--- src/hdl/tcw_pkg.sv ---
// Shared types and constants of the text console writer.
// Used by tcw_ctrl, tcw_dp and text_console_writer; depends on nothing.
package tcw_pkg;

  localparam int CMD_W  = 2;
  localparam int CHAR_W = 8;
  localparam int ATTR_W = 8;
  localparam int COL_W  = 7;
  localparam int ROW_W  = 5;
  localparam int CELL_W = CHAR_W + ATTR_W;

  localparam logic [CMD_W-1:0] CMD_PUT   = 2'd0;
  localparam logic [CMD_W-1:0] CMD_CLEAR = 2'd1;
  localparam logic [CMD_W-1:0] CMD_READ  = 2'd2;

  localparam logic [CHAR_W-1:0] NEWLINE_CODE = 8'd10;
  localparam logic [CHAR_W-1:0] SPACE_CODE   = 8'd32;
  localparam logic [ATTR_W-1:0] DEFAULT_ATTR_RST = 8'd15;

  // controller to datapath
  typedef struct packed {
    logic accept;    // input beat taken this cycle
    logic step;      // advance the screen sweep by one cell
    logic load_out;  // load the result register
  } tcw_cmd_t;

  // datapath to controller
  typedef struct packed {
    logic put_scroll;  // the offered put would scroll the screen
    logic sweep_last;  // sweep sits on the last cell
  } tcw_stat_t;

endpackage

--- src/hdl/tcw_ctrl.sv ---
// Controller of the text console writer: handshakes, sequencing of
// puts, reads and screen sweeps. Depends on tcw_pkg.
module tcw_ctrl (
  input  logic                           clk,
  input  logic                           rst,
  input  logic                           s_tvalid,
  output logic                           s_tready,
  input  logic [tcw_pkg::CMD_W-1:0]      cmd_in,
  output logic                           m_tvalid,
  input  logic                           m_tready,
  input  tcw_pkg::tcw_stat_t             stat,
  output tcw_pkg::tcw_cmd_t              ctl
);
  import tcw_pkg::*;

  localparam logic [2:0] S_INIT      = 3'd0;
  localparam logic [2:0] S_INIT_END  = 3'd1;
  localparam logic [2:0] S_IDLE      = 3'd2;
  localparam logic [2:0] S_RD        = 3'd3;
  localparam logic [2:0] S_SWEEP     = 3'd4;
  localparam logic [2:0] S_SWEEP_END = 3'd5;

  logic [2:0] state, state_next;
  logic       out_valid, out_valid_next;
  logic       accept;

  assign s_tready = (state == S_IDLE) && (!out_valid || m_tready);
  assign accept   = s_tvalid && s_tready;
  assign m_tvalid = out_valid;

  always_comb begin
    state_next = state;
    ctl        = '0;
    ctl.accept = accept;
    case (state)
      S_INIT: begin
        ctl.step = 1'b1;
        if (stat.sweep_last) state_next = S_INIT_END;
      end
      S_INIT_END: state_next = S_IDLE;
      S_IDLE: begin
        if (accept) begin
          case (cmd_in)
            CMD_PUT: begin
              if (stat.put_scroll) state_next = S_SWEEP;
              else ctl.load_out = 1'b1;
            end
            CMD_CLEAR: state_next = S_SWEEP;
            CMD_READ:  state_next = S_RD;
            default:   ctl.load_out = 1'b1;
          endcase
        end
      end
      S_RD: begin
        ctl.load_out = 1'b1;
        state_next   = S_IDLE;
      end
      S_SWEEP: begin
        ctl.step = 1'b1;
        if (stat.sweep_last) state_next = S_SWEEP_END;
      end
      S_SWEEP_END: begin
        ctl.load_out = 1'b1;
        state_next   = S_IDLE;
      end
      default: state_next = S_IDLE;
    endcase
  end

  assign out_valid_next = ctl.load_out || (out_valid && !m_tready);

  always_ff @(posedge clk) begin
    if (rst) begin
      state     <= S_INIT;
      out_valid <= 1'b0;
    end else begin
      state     <= state_next;
      out_valid <= out_valid_next;
    end
  end

`ifndef SYNTHESIS
  a_no_overwrite: assert property (@(posedge clk) disable iff (rst)
    ctl.load_out |-> (!out_valid || m_tready))
    else $error("result register overwritten while held");

  a_init_silent: assert property (@(posedge clk) disable iff (rst)
    (state == S_INIT || state == S_INIT_END) |-> !out_valid && !s_tready)
    else $error("activity during the reset clearing pass");

  a_sweep_blocks: assert property (@(posedge clk) disable iff (rst)
    ctl.step |-> !accept && !ctl.load_out)
    else $error("item taken or result loaded during a sweep");
`endif

endmodule

--- config.mk ---
export PLATFORM = sky130hd
export DESIGN_NAME = tcw_ctrl
export DESIGN_NICKNAME = d
export VERILOG_FILES = /design/src/hdl/tcw_pkg.sv /design/src/hdl/tcw_ctrl.sv
export SDC_FILE = /design/constraint.sdc
export NUM_CORES = 1
export LEC_CHECK = 0
export BUFFER_PORTS_ARGS = -buffer_cell sky130_fd_sc_hd__buf_2
export CORE_AREA = 10 10 47 49
export CTS_BUF_LIST = sky130_fd_sc_hd__clkbuf_4 sky130_fd_sc_hd__clkbuf_8
export DETAILED_ROUTE_END_ITERATION = 10
export DIE_AREA = 0 0 57 59
export GPL_ROUTABILITY_DRIVEN = 0
export PLACE_DENSITY_LB_ADDON = 0.25
export RECOVER_POWER = 50
export SETUP_SLACK_MARGIN = 0.5
export SYNTH_ARGS = -nofsm -noshare
export SYNTH_HDL_FRONTEND = slang
export SYNTH_SLANG_ARGS = --single-unit
--- constraint.sdc ---
create_clock -name clk -period 2.4 [get_ports clk]
set_input_delay 0.24 -clock clk [delete_from_list [all_inputs] [get_ports clk]]
set_output_delay 0.24 -clock clk [all_outputs]
set_load 0.005 [all_outputs]
* Word level (Yosys, flattened, before mapping)
Cells that the tools add are included.
** Storage, ports and cells
- Flip-flop bits (word level) :: 4
- Bits of input ports :: 8
- Output and inout port bits :: 5
- Word-level logic and storage cells :: 37
** Operators by class
- Equal/unequal tests :: 11
- Muxes and demuxes :: 11
- Reductions and logical operators :: 13
** Operator list (count)
- 3-bit one-hot mux with 3 select lines :: 2
- 3-bit two-way mux :: 4
- 3-bit by 2-bit equality test with 1-bit output (second input constant) :: 2
- 3-bit equality test (second input constant) :: 2
- 2-bit != test (second input constant) :: 3
- 2-bit OR reduction :: 3
- 5-bit AND reduction :: 1
- 4-bit by 1-bit != test with 1-bit output (second input constant) :: 1
- 1-bit one-hot mux with 2 select lines :: 2
- 1-bit logical AND :: 3
- 3-bit zero test :: 1
- 1-bit two-way mux :: 3
- 3-bit != test (second input constant) :: 1
- 2-bit by 1-bit equality test with 1-bit output (second input constant) :: 1
- 2-bit equality test (second input constant) :: 1
- 1-bit zero test :: 2
- 2-bit zero test :: 1
- 1-bit logical OR :: 2

* Depth between registers and ports, before layout
Gate-level depths: netlist (run 1).
- Depth in word-level cells :: 7
- Depth in mapped cells :: 5
- Depth with buffers taken out :: 5

* Least setup slack after synthesis (run 1)
No wires, ideal clock.
- Path kind :: input to output
- Start :: in cmd_in[0] (netlist bit)
- End :: out ctl[0] (netlist bit)
- Arrival :: 0.946 ns
- Data required time :: 2.160 ns
- Setup slack :: 1.214 ns
- Cell stages on the path :: 5
- Buffers on the path :: 0
- Cell sequence :: inv_1 > ha_1 > mux2i_1 > nand4_1 > nand2_1
** RTL lines
- start, declared :: RTL line tcw_ctrl.sv:8 : input logic [tcw_pkg::CMD_W-1:0] cmd_in,
- end, declared :: RTL line tcw_ctrl.sv:12 : output tcw_pkg::tcw_cmd_t ctl

==> results of run 1 <==
[layout by cell type (no fill, tap or decap), types with 2 or more instances in the layout]
| cell type | count |
|---|---|
| a41o_1 | 2 |
| buf_2 | 11 |
| clkbuf_4 | 3 |
| dfxtp_1 | 4 |
| ha_1 | 2 |
| inv_1 | 4 |
| nand2_1 | 2 |
| nor2_1 | 3 |
| nor4b_1 | 3 |
[worst register-to-register path: cells and delay by family, from the launching register on]
| kind | cells | cell delay, ns |
|---|---|---|
| and+or+nand+nor | 2 | 0.62 |
| DFF | 1 | 0.30 |
| AOI/OAI and AO/OA | 1 | 0.24 |
[sequential cells by signal, summed over array words and instances (netlist names)]
register	cells
state	3
m_tvalid	1
[synth_stat cells (2+ instances only)]
library cell / count / area share [%]
nor4b_1: 2 / 6.2
dfxtp_1: 4 / 28
buf_2: 2 / 3.5
a41o_1: 2 / 7.1
nor2_1: 3 / 4.0
nand2_1: 2 / 2.7
inv_1: 4 / 5.3
ha_1: 2 / 8.8
[layout make-up]
class                      count  area share [%]
clock buffer                   3           6.250
sequential                     4           22.22
tap                           16           5.556
multi-input combinational     22           45.49
inverter                       4           4.167
timing repair buffer          12           16.32
[layer usage]
metal,vias up,routed length (um)
met5,-,0
met2,10,295
met3,0,78
li1,142,-
met4,0,0
met1,110,326
[report_power, final]
group          internal, mW  switching (mW)  leakage [nW]
Clock                0.0559          0.0265        0.0138
Combinational        0.0176          0.0157         0.148
Sequential           0.0705         0.00597        0.0326
Total                 0.144          0.0482         0.194
[metrics by stage]
| step | instance area [um^2] | utilization [%] |
|---|---|---|
| finish | 360.3 | 25.71 |
| floorplan | 282.8 | - |
| detailed placement | 345.3 | 24.64 |
| global route | 360.3 | 25.71 |
| global placement | 345.3 | 24.64 |
| CTS | 367.9 | 26.25 |
[worst paths after layout]
| kind | startpoint | to | slack, ns | cells after the start |
|---|---|---|---|---|
| min reg2reg | state[0] | m_tvalid | 0.60 | 2 |
| max reg2reg | m_tvalid | state[2] | 1.17 | 3 |
| min | rst | m_tvalid | 0.24 | 2 |
| max | state[1] | ctl[0] | 0.95 | 4 |
[cells by family (layout without fill, tap and decap cells)]
logic type | after synthesis | after routing | share of synthesized area [%]
adders and majority gates | 2 | 2 | 8.848
and+or+nand+nor | 14 | 14 | 32.75
xor gates and xnor gates | 1 | 1 | 3.098
muxes | 1 | 1 | 3.540
AOI/OAI and AO/OA | 4 | 4 | 11.95
buffers and inverters | 7 | 19 | 11.50
DFF | 4 | 4 | 28.32
==> impl_metrics.toml, run 1 <==
[run_status]
outcome = "finished, final reports clean"

[setup_path]
path_delay_family = "flip-flops"
worstSetupStartpointType = "flop"
required_ns = 2.16
cp_slowest_stage_delay_ns = 0.46
crit_arrival_ns = 1.21
cp_slowest_cell = "dfxtp_1"
crit_chain = "and3b_1 -> nand4_1 -> nand2_1 -> buf_2"
critPathKind = "reg -> out"
end_kind = "output port"
path_buf_inv = 1
crit_fanout = 8

[timing]
fin_worst_skew_ns = 0.002952
setup_ws_ns = 0.9513
fin_crit_ns = 1.449
finalSetupViolations = 0
finalMaxSlewViolations = 0
fin_crit_sh_pct = 60.36
grt_setup_unrepaired = "false"
hold_viol = 0
tns_ns = 0
max_slew_margin_pct = 65.84
fmax_mhz = 690.3
worstMarginPinSlew_ns = 0.5053
holdWs_ns = 0.2354

[drt]
drcViolationCount = 0
drtIter0Drc = 5
first_pass_iters = 3
num_vias = 262
final_antenna_net_count = 0
routed_wl_um = 700
avgViaCountPerCell = 4.295
detail_route.wl_per_cell_um = 11.48

[global_routing]
grt_busiest_layer = "met2"
overflow = 0
antenna_found_initial = 0
grtUsageMet3_pct = 4.721
grt_usage_pct = 4.453
grt_pass1_wl_mm = 1.138
grt_pass1_vias = 263
grt_max_degree = 9
gr-usage-met2_pct = 6.202
use_met1_pct = 4.518

[die]
placementRows = 14
die_height_um = 59
num_io_pins = 13
core_mm2 = 0.001401
die_x_um = 57
die_area_mm2 = 0.003363
start_util_pct = 20.18

[clocking]
numCtsBuffers = 3
clock-root-buffer = "clkbuf_4"
clk_pin_slew_worst_paths_ns = 0.04
clock_latency_ns = 0.23
ctsResizeCount = 0
hold_buffers = 0
tritoncts = "built"
clockBufferDepth = 2
h-tree-depth = 1
cts_sinks = 4
postCtsSetupBuffers = 0

[finish]
multi_input_area_um2 = 163.9
syn_to_final_growth_pct = 27.43
antenna_cells = 0
fillers = 176
layout.cells.non_filler = 61
seqCellArea_um2 = 80.08
fin_nets = 57
layout-drive-gt1-share_pct = 31.11

[logic_synthesis]
syn_nets = 43
ys_types = 20
synth_edf_count = 0
ys.flop_type = "dfxtp_1"
synth-seq-cells = 4
yosysSeqAreaShare_pct = 28.32
synth_cells = 33
syn_avg_cell_area_um2 = 8.569
synth_warnings = 0
async_flop_share_pct = 0
syn_area_um2 = 282.8

[power]
fin_total_pwr_mw = 0.1922
power.static_leakage_nw = 0.1940
ir_drop_uv = 317.3
power_density_mw_per_mm2 = 533.5

[placed_design]
placed_cells = 58
pre_cts_slack_ns = 0.9592
hpwl_um = 588.6
io_buffers = 12

[worst_hold_path]
hp-class = "in -> reg"

[run]
max_cap_viol_count = 0
No activity file was read; power rests on OpenSTA's default activity.
==> run 2: changes to the inputs <==
==> constraint.sdc (replaced) <==
create_clock -name clk -period 1.29 [get_ports clk]
set_input_delay 0.129 -clock clk [delete_from_list [all_inputs] [get_ports clk]]
set_output_delay 0.129 -clock clk [all_outputs]
set_load 0.005 [all_outputs]
==> run 2 against run 1 <==
  * Utilization up 7.8 points
  * Via count up 10%
  * Cell count grew 4.9%
  * Combinational power increased to 3.2 times the previous value
  * Clock power rose by 94%
  * Worst setup slack lost 0.89 ns
  * Largest cell class unchanged
  * Flip-flop and latch count unchanged
  * Critical path type unchanged
  * Register-to-register slack got worse by 0.94 ns
  * Global-route usage grew 0.74 points
  * Largest power group unchanged
  * Wire length rose by 14%
==> impl_metrics.toml, run 2 (synthesis results as in run 1) <==
[run_status]
outcome = "finished, final reports clean"

[clocking]
clock_latency_ns = 0.24
hold_buffers = 0
clockBufferDepth = 2
numCtsBuffers = 3
clk_pin_slew_worst_paths_ns = 0.04
tritoncts = "built"
h-tree-depth = 1
clock-root-buffer = "clkbuf_4"
cts_sinks = 4

[timing]
fin_worst_skew_ns = 0.001975
hold_viol = 0
grt_setup_unrepaired = "true"
finalMaxSlewViolations = 0
worstMarginPinSlew_ns = 0.3119
finalSetupViolations = 0
fin_crit_sh_pct = 94.98
max_slew_margin_pct = 79.17
fmax_mhz = 816.2
fin_crit_ns = 1.225
setup_ws_ns = 0.06478

[placed_design]
dpl-instance-area_um2 = 392.9
pre_cts_slack_ns = -0.03538
io_buffers = 12
placed_cells = 59
hpwl_um = 613.9

[drt]
avgViaCountPerCell = 4.516
final_antenna_net_count = 0
drtIter0Drc = 6
drcViolationCount = 0
num_vias = 289
routed_wl_um = 800
detail_route.wl_per_cell_um = 12.50
first_pass_iters = 4

[power]
power_density_mw_per_mm2 = 868.8
fin_total_pwr_mw = 0.4076
power.static_leakage_nw = 0.2301
ir_drop_uv = 594.2

[die]
die_area_mm2 = 0.003363
die_height_um = 59
start_util_pct = 20.18
placementRows = 14
core_mm2 = 0.001401
num_io_pins = 13
die_x_um = 57

[global_routing]
antenna_found_initial = 0
grt_pass1_vias = 301
grt_pass1_wl_mm = 1.317
overflow = 0
grt_usage_pct = 5.197
grt_max_degree = 9

[finish]
fin_nets = 60
multi_input_area_um2 = 215.2
seqCellArea_um2 = 90.09
largest_reg_flops = 3
syn_to_final_growth_pct = 65.93
final_cell_mix = "buf_2 (10), buf_4 (4), nor2_1 (3), clkbuf_4 (3)"
layout-drive-gt1-share_pct = 60.42
registers.top_by_ff_count = "state"
layout.cells.non_filler = 64
final_common_cell = "buf_2"
antenna_cells = 0
fillers = 156
fin_area_um2 = 469.2

[setup_path]
r2r-end = "state[2]"
required_ns = 1.16
reg2reg_setup_slack_ns = 0.23
r2r-start = "m_tvalid"
end_kind = "output port"
reg2regPathDepth = 3
critPathKind = "reg -> out"
worstSetupStartpointType = "flop"
crit_arrival_ns = 1.10
crit_fanout = 6

[run]
max_cap_viol_count = 0

[worst_hold_path]
worst_hold_path.num_cells = 2
hp-class = "in -> reg"
min-delay-start = "rst"
holdPathEnd = "m_tvalid"
[run 2: changes by cell type in the layout (fill, tap and decap cells not counted), moves of 2 or more]
cell | before | now
buf_4 | 0 | 4
dfxtp_1 | 4 | 0
dfxtp_2 | 0 | 2
dfxtp_4 | 0 | 2
inv_1 | 4 | 2
nor4b_1 | 3 | 1
[run 2: worst max-delay path by stage]
stage | slack (ns) | endpoint | from | cells after the start
2_1_floorplan | 0.25 | state[2] | cmd_in[0] | 5
3_3_place_gp | -0.04 | state[2] | cmd_in[0] | 6
3_5_place_dp | -0.04 | state[0] | cmd_in[0] | 6
4_1_cts | 0.04 | ctl[2] | m_tvalid | 3
5_1_grt | -0.03 | ctl[0] | state[0] | 4
6_report | 0.06 | ctl[0] | state[0] | 4
[run 2: critical path, stage by stage, from the launching register on]
cell and delay, ns:
dfxtp_4 0.35, and3b_1 0.22, nand4_1 0.11, nand2_1 0.07, buf_2 0.11
[run 2: final cells by class]
type	instances	share of cell area (%)
Clock buffer	3	4.800
Inverter	4	6.400
Multi-Input combinational cell	22	45.87
Sequential cell	4	19.20
Tap cell	16	4.267
Timing Repair Buffer	15	19.47
[run 2: what timing repair did]
item / 4_1_cts / 5_1_grt
setup buffers: 2 / 0
gates resized for setup: 11 / 1
hold endpoints to repair: 0 / 0
pin swaps: 3 / 0
setup endpoints to repair: 9 / 9
[run 2: metal layers]
layer,routed length [um],vias up,track usage (%)
li1,-,147,-
met1,393,129,6.093
met2,329,13,6.202
met3,77,0,4.936
met4,0,0,2.013
met5,0,-,0
[run 2: power breakdown]
group	switching (mW)	leakage (nW)	total, mW	internal [mW]
sequential	0.0109	0.0350	0.142	0.131
combinational	0.0468	0.181	0.106	0.0590
clock	0.0556	0.0138	0.160	0.104
total	0.113	0.230	0.408	0.294
[run 2: per-stage QoR]
stage	hold slack (ns)	util (%)	TNS [ns]
5_1_grt	0.1192	33.48	-0.05462
3_3_place_gp	0.3742	28.04	-0.1132
2_1_floorplan	0.1910	-	0
4_1_cts	0.1120	33.66	0
3_5_place_dp	0.3626	28.04	-0.08353
6_report	0.1356	33.48	0
==> run 3: changes to the inputs <==
--- a/config.mk
+++ b/config.mk
@@ -11,7 +11,7 @@
 export DETAILED_ROUTE_END_ITERATION = 10
 export DIE_AREA = 0 0 57 59
 export GPL_ROUTABILITY_DRIVEN = 0
-export PLACE_DENSITY_LB_ADDON = 0.25
+export PLACE_DENSITY = 0.44
 export RECOVER_POWER = 50
 export SETUP_SLACK_MARGIN = 0.5
 export SYNTH_ARGS = -nofsm -noshare
==> run 3 against run 2 <==
  * Flip-flop and latch count unchanged
  * Die area unchanged
  * Wire length down 3.5%
  * Sequential share of layout area down 0.52 points
  * First-iteration DRC count down 50%
  * Non-clock buffer count up 4
  * Combinational power down 9.5%
  * Global-route usage down 0.57 points
  * Power down 4.3%
  * Hold slack worse by 0.014 ns
  * Register-to-register slack worse by 0.09 ns
  * Critical path type unchanged
  * Largest power group unchanged
==> impl_metrics.toml, run 3 (synthesis results as in run 1) <==
[setup_path]
required_ns = 1.16
reg2reg_setup_slack_ns = 0.14
critPathKind = "reg -> out"
reg2regPathDepth = 5
cp_slowest_cell = "dfxtp_2"
r2r-end = "m_tvalid"
crit_chain = "or2b_1 -> nand4_1 -> nand2_1 -> buf_2"
cp_slowest_stage_delay_ns = 0.32
path_depth = 4
crit_arrival_ns = 1.10
worstSetupStartpointType = "flop"
path_delay_family = "simple AND/OR/NAND/NOR gates"
path_buf_inv = 1
end_kind = "output port"
r2r-start = "m_tvalid"
crit_fanout = 3

[timing]
finalSetupViolations = 0
setup_ws_ns = 0.06145
worstMarginPinSlew_ns = 0.3379
fmax_mhz = 814.0
fin_worst_skew_ns = 0.001035
fin_crit_ns = 1.229
finalMaxSlewViolations = 0
grt_setup_unrepaired = "true"
holdWs_ns = 0.1216
hold_viol = 0
max_slew_margin_pct = 77.41
fin_crit_sh_pct = 95.24

[finish]
largest_reg_flops = 3
final_cell_mix = "buf_2 (11), buf_4 (7), nor2_1 (3), clkbuf_4 (3)"
final_common_cell = "buf_2"
layout-drive-gt1-share_pct = 61.54
antenna_cells = 0
registers.top_by_ff_count = "state"
multi_input_area_um2 = 195.2
fin_nets = 64
syn_to_final_growth_pct = 68.14
utilization_pct = 33.93
fillers = 156
seqCellArea_um2 = 88.84

[clocking]
numCtsBuffers = 3
tritoncts = "built"
cts_sinks = 4
clock-root-buffer = "clkbuf_4"
clockBufferDepth = 2
h-tree-depth = 1
clock_latency_ns = 0.24
clk_pin_slew_worst_paths_ns = 0.03

[die]
die_x_um = 57
die_height_um = 59
num_io_pins = 13
die_area_mm2 = 0.003363
core_mm2 = 0.001401
start_util_pct = 20.18
placementRows = 14

[worst_hold_path]
hp-class = "in -> reg"
min-delay-start = "rst"
holdPathEnd = "m_tvalid"
worst_hold_path.num_cells = 2

[drt]
avgViaCountPerCell = 4.500
first_pass_iters = 4
final_antenna_net_count = 0
detail_route.wl_per_cell_um = 11.35
routed_wl_um = 772
drtIter0Drc = 3
num_vias = 306
drcViolationCount = 0

[power]
ir_drop_uv = 415.9
power_density_mw_per_mm2 = 820.1
power.static_leakage_nw = 0.2393

[run]
max_cap_viol_count = 0

[global_routing]
grt_usage_pct = 4.628
grt_pass1_vias = 280
overflow = 0
antenna_found_initial = 0
grt_pass1_wl_mm = 1.179
grt_max_degree = 9

[placed_design]
pre_cts_slack_ns = -0.009463
io_buffers = 12
hpwl_um = 577.3

[run_status]
outcome = "finished, final reports clean"
## run 3: cell count changes in the layout (fill, tap and decap cells not counted), sizes merged
cell / before / now
buf: 15 / 19
## run 3: timing repair
item | CTS | global route
endpoints found under the setup margin | 9 | 9
hold buffers | 0 | 0
resized for setup | 4 | 2
pin swaps | 5 | 5
buffers inserted | 4 | 2
## run 3: worst max path at each step
stage / from / to
after floorplan: cmd_in[0] / state[2]
after global placement: cmd_in[0] / state[2]
after detailed placement: cmd_in[0] / state[2]
after CTS: state[0] / ctl[0]
after global routing: m_tvalid / ctl[0]
final: m_tvalid / ctl[0]
## run 3: metal layers
| metal | share of wire, % | vias to the layer above | GRT usage [%] |
|---|---|---|---|
| met4 | 0 | 0 | 2.013 |
| met1 | 43 | 139 | 4.405 |
| met5 | 0 | - | 0 |
| li1 | - | 154 | - |
| met3 | 16 | 0 | 5.365 |
| met2 | 41 | 13 | 6.047 |
## run 3: area by class of cell
type	count	share of cell area [%]
sequential	4	18.68
tap	16	4.211
multi-input combinational	22	41.05
timing repair buffer	19	25.00
inverter	4	6.316
clock buffer	3	4.737
## run 3: worst register-to-register path: stages (launching register included)
cell and delay [ns]:
dfxtp_2 0.32, or2b_1 0.25, buf_4 0.14, buf_4 0.12
buf_6 0.10, a31oi_1 0.14
## run 3: metrics by stage
stage                     total power [mW]  area [um^2]  std cells  TNS [ns]
after global placement              0.2294        392.9         59   -0.1263
after global routing                0.4213        475.5         68  -0.02423
after CTS                           0.3981        454.2         66         0
final                               0.3899        475.5         68         0
after floorplan                     0.2026        335.3         33         0
after detailed placement            0.2288        392.9         59  -0.01750
## run 3: where the power goes
part | leakage [nW] | total [mW] | switching [mW] | internal (mW)
Clock | 0.0138 | 0.154 | 0.0502 | 0.104
Sequential | 0.0345 | 0.140 | 0.00886 | 0.131
Combinational | 0.191 | 0.0959 | 0.0430 | 0.0529
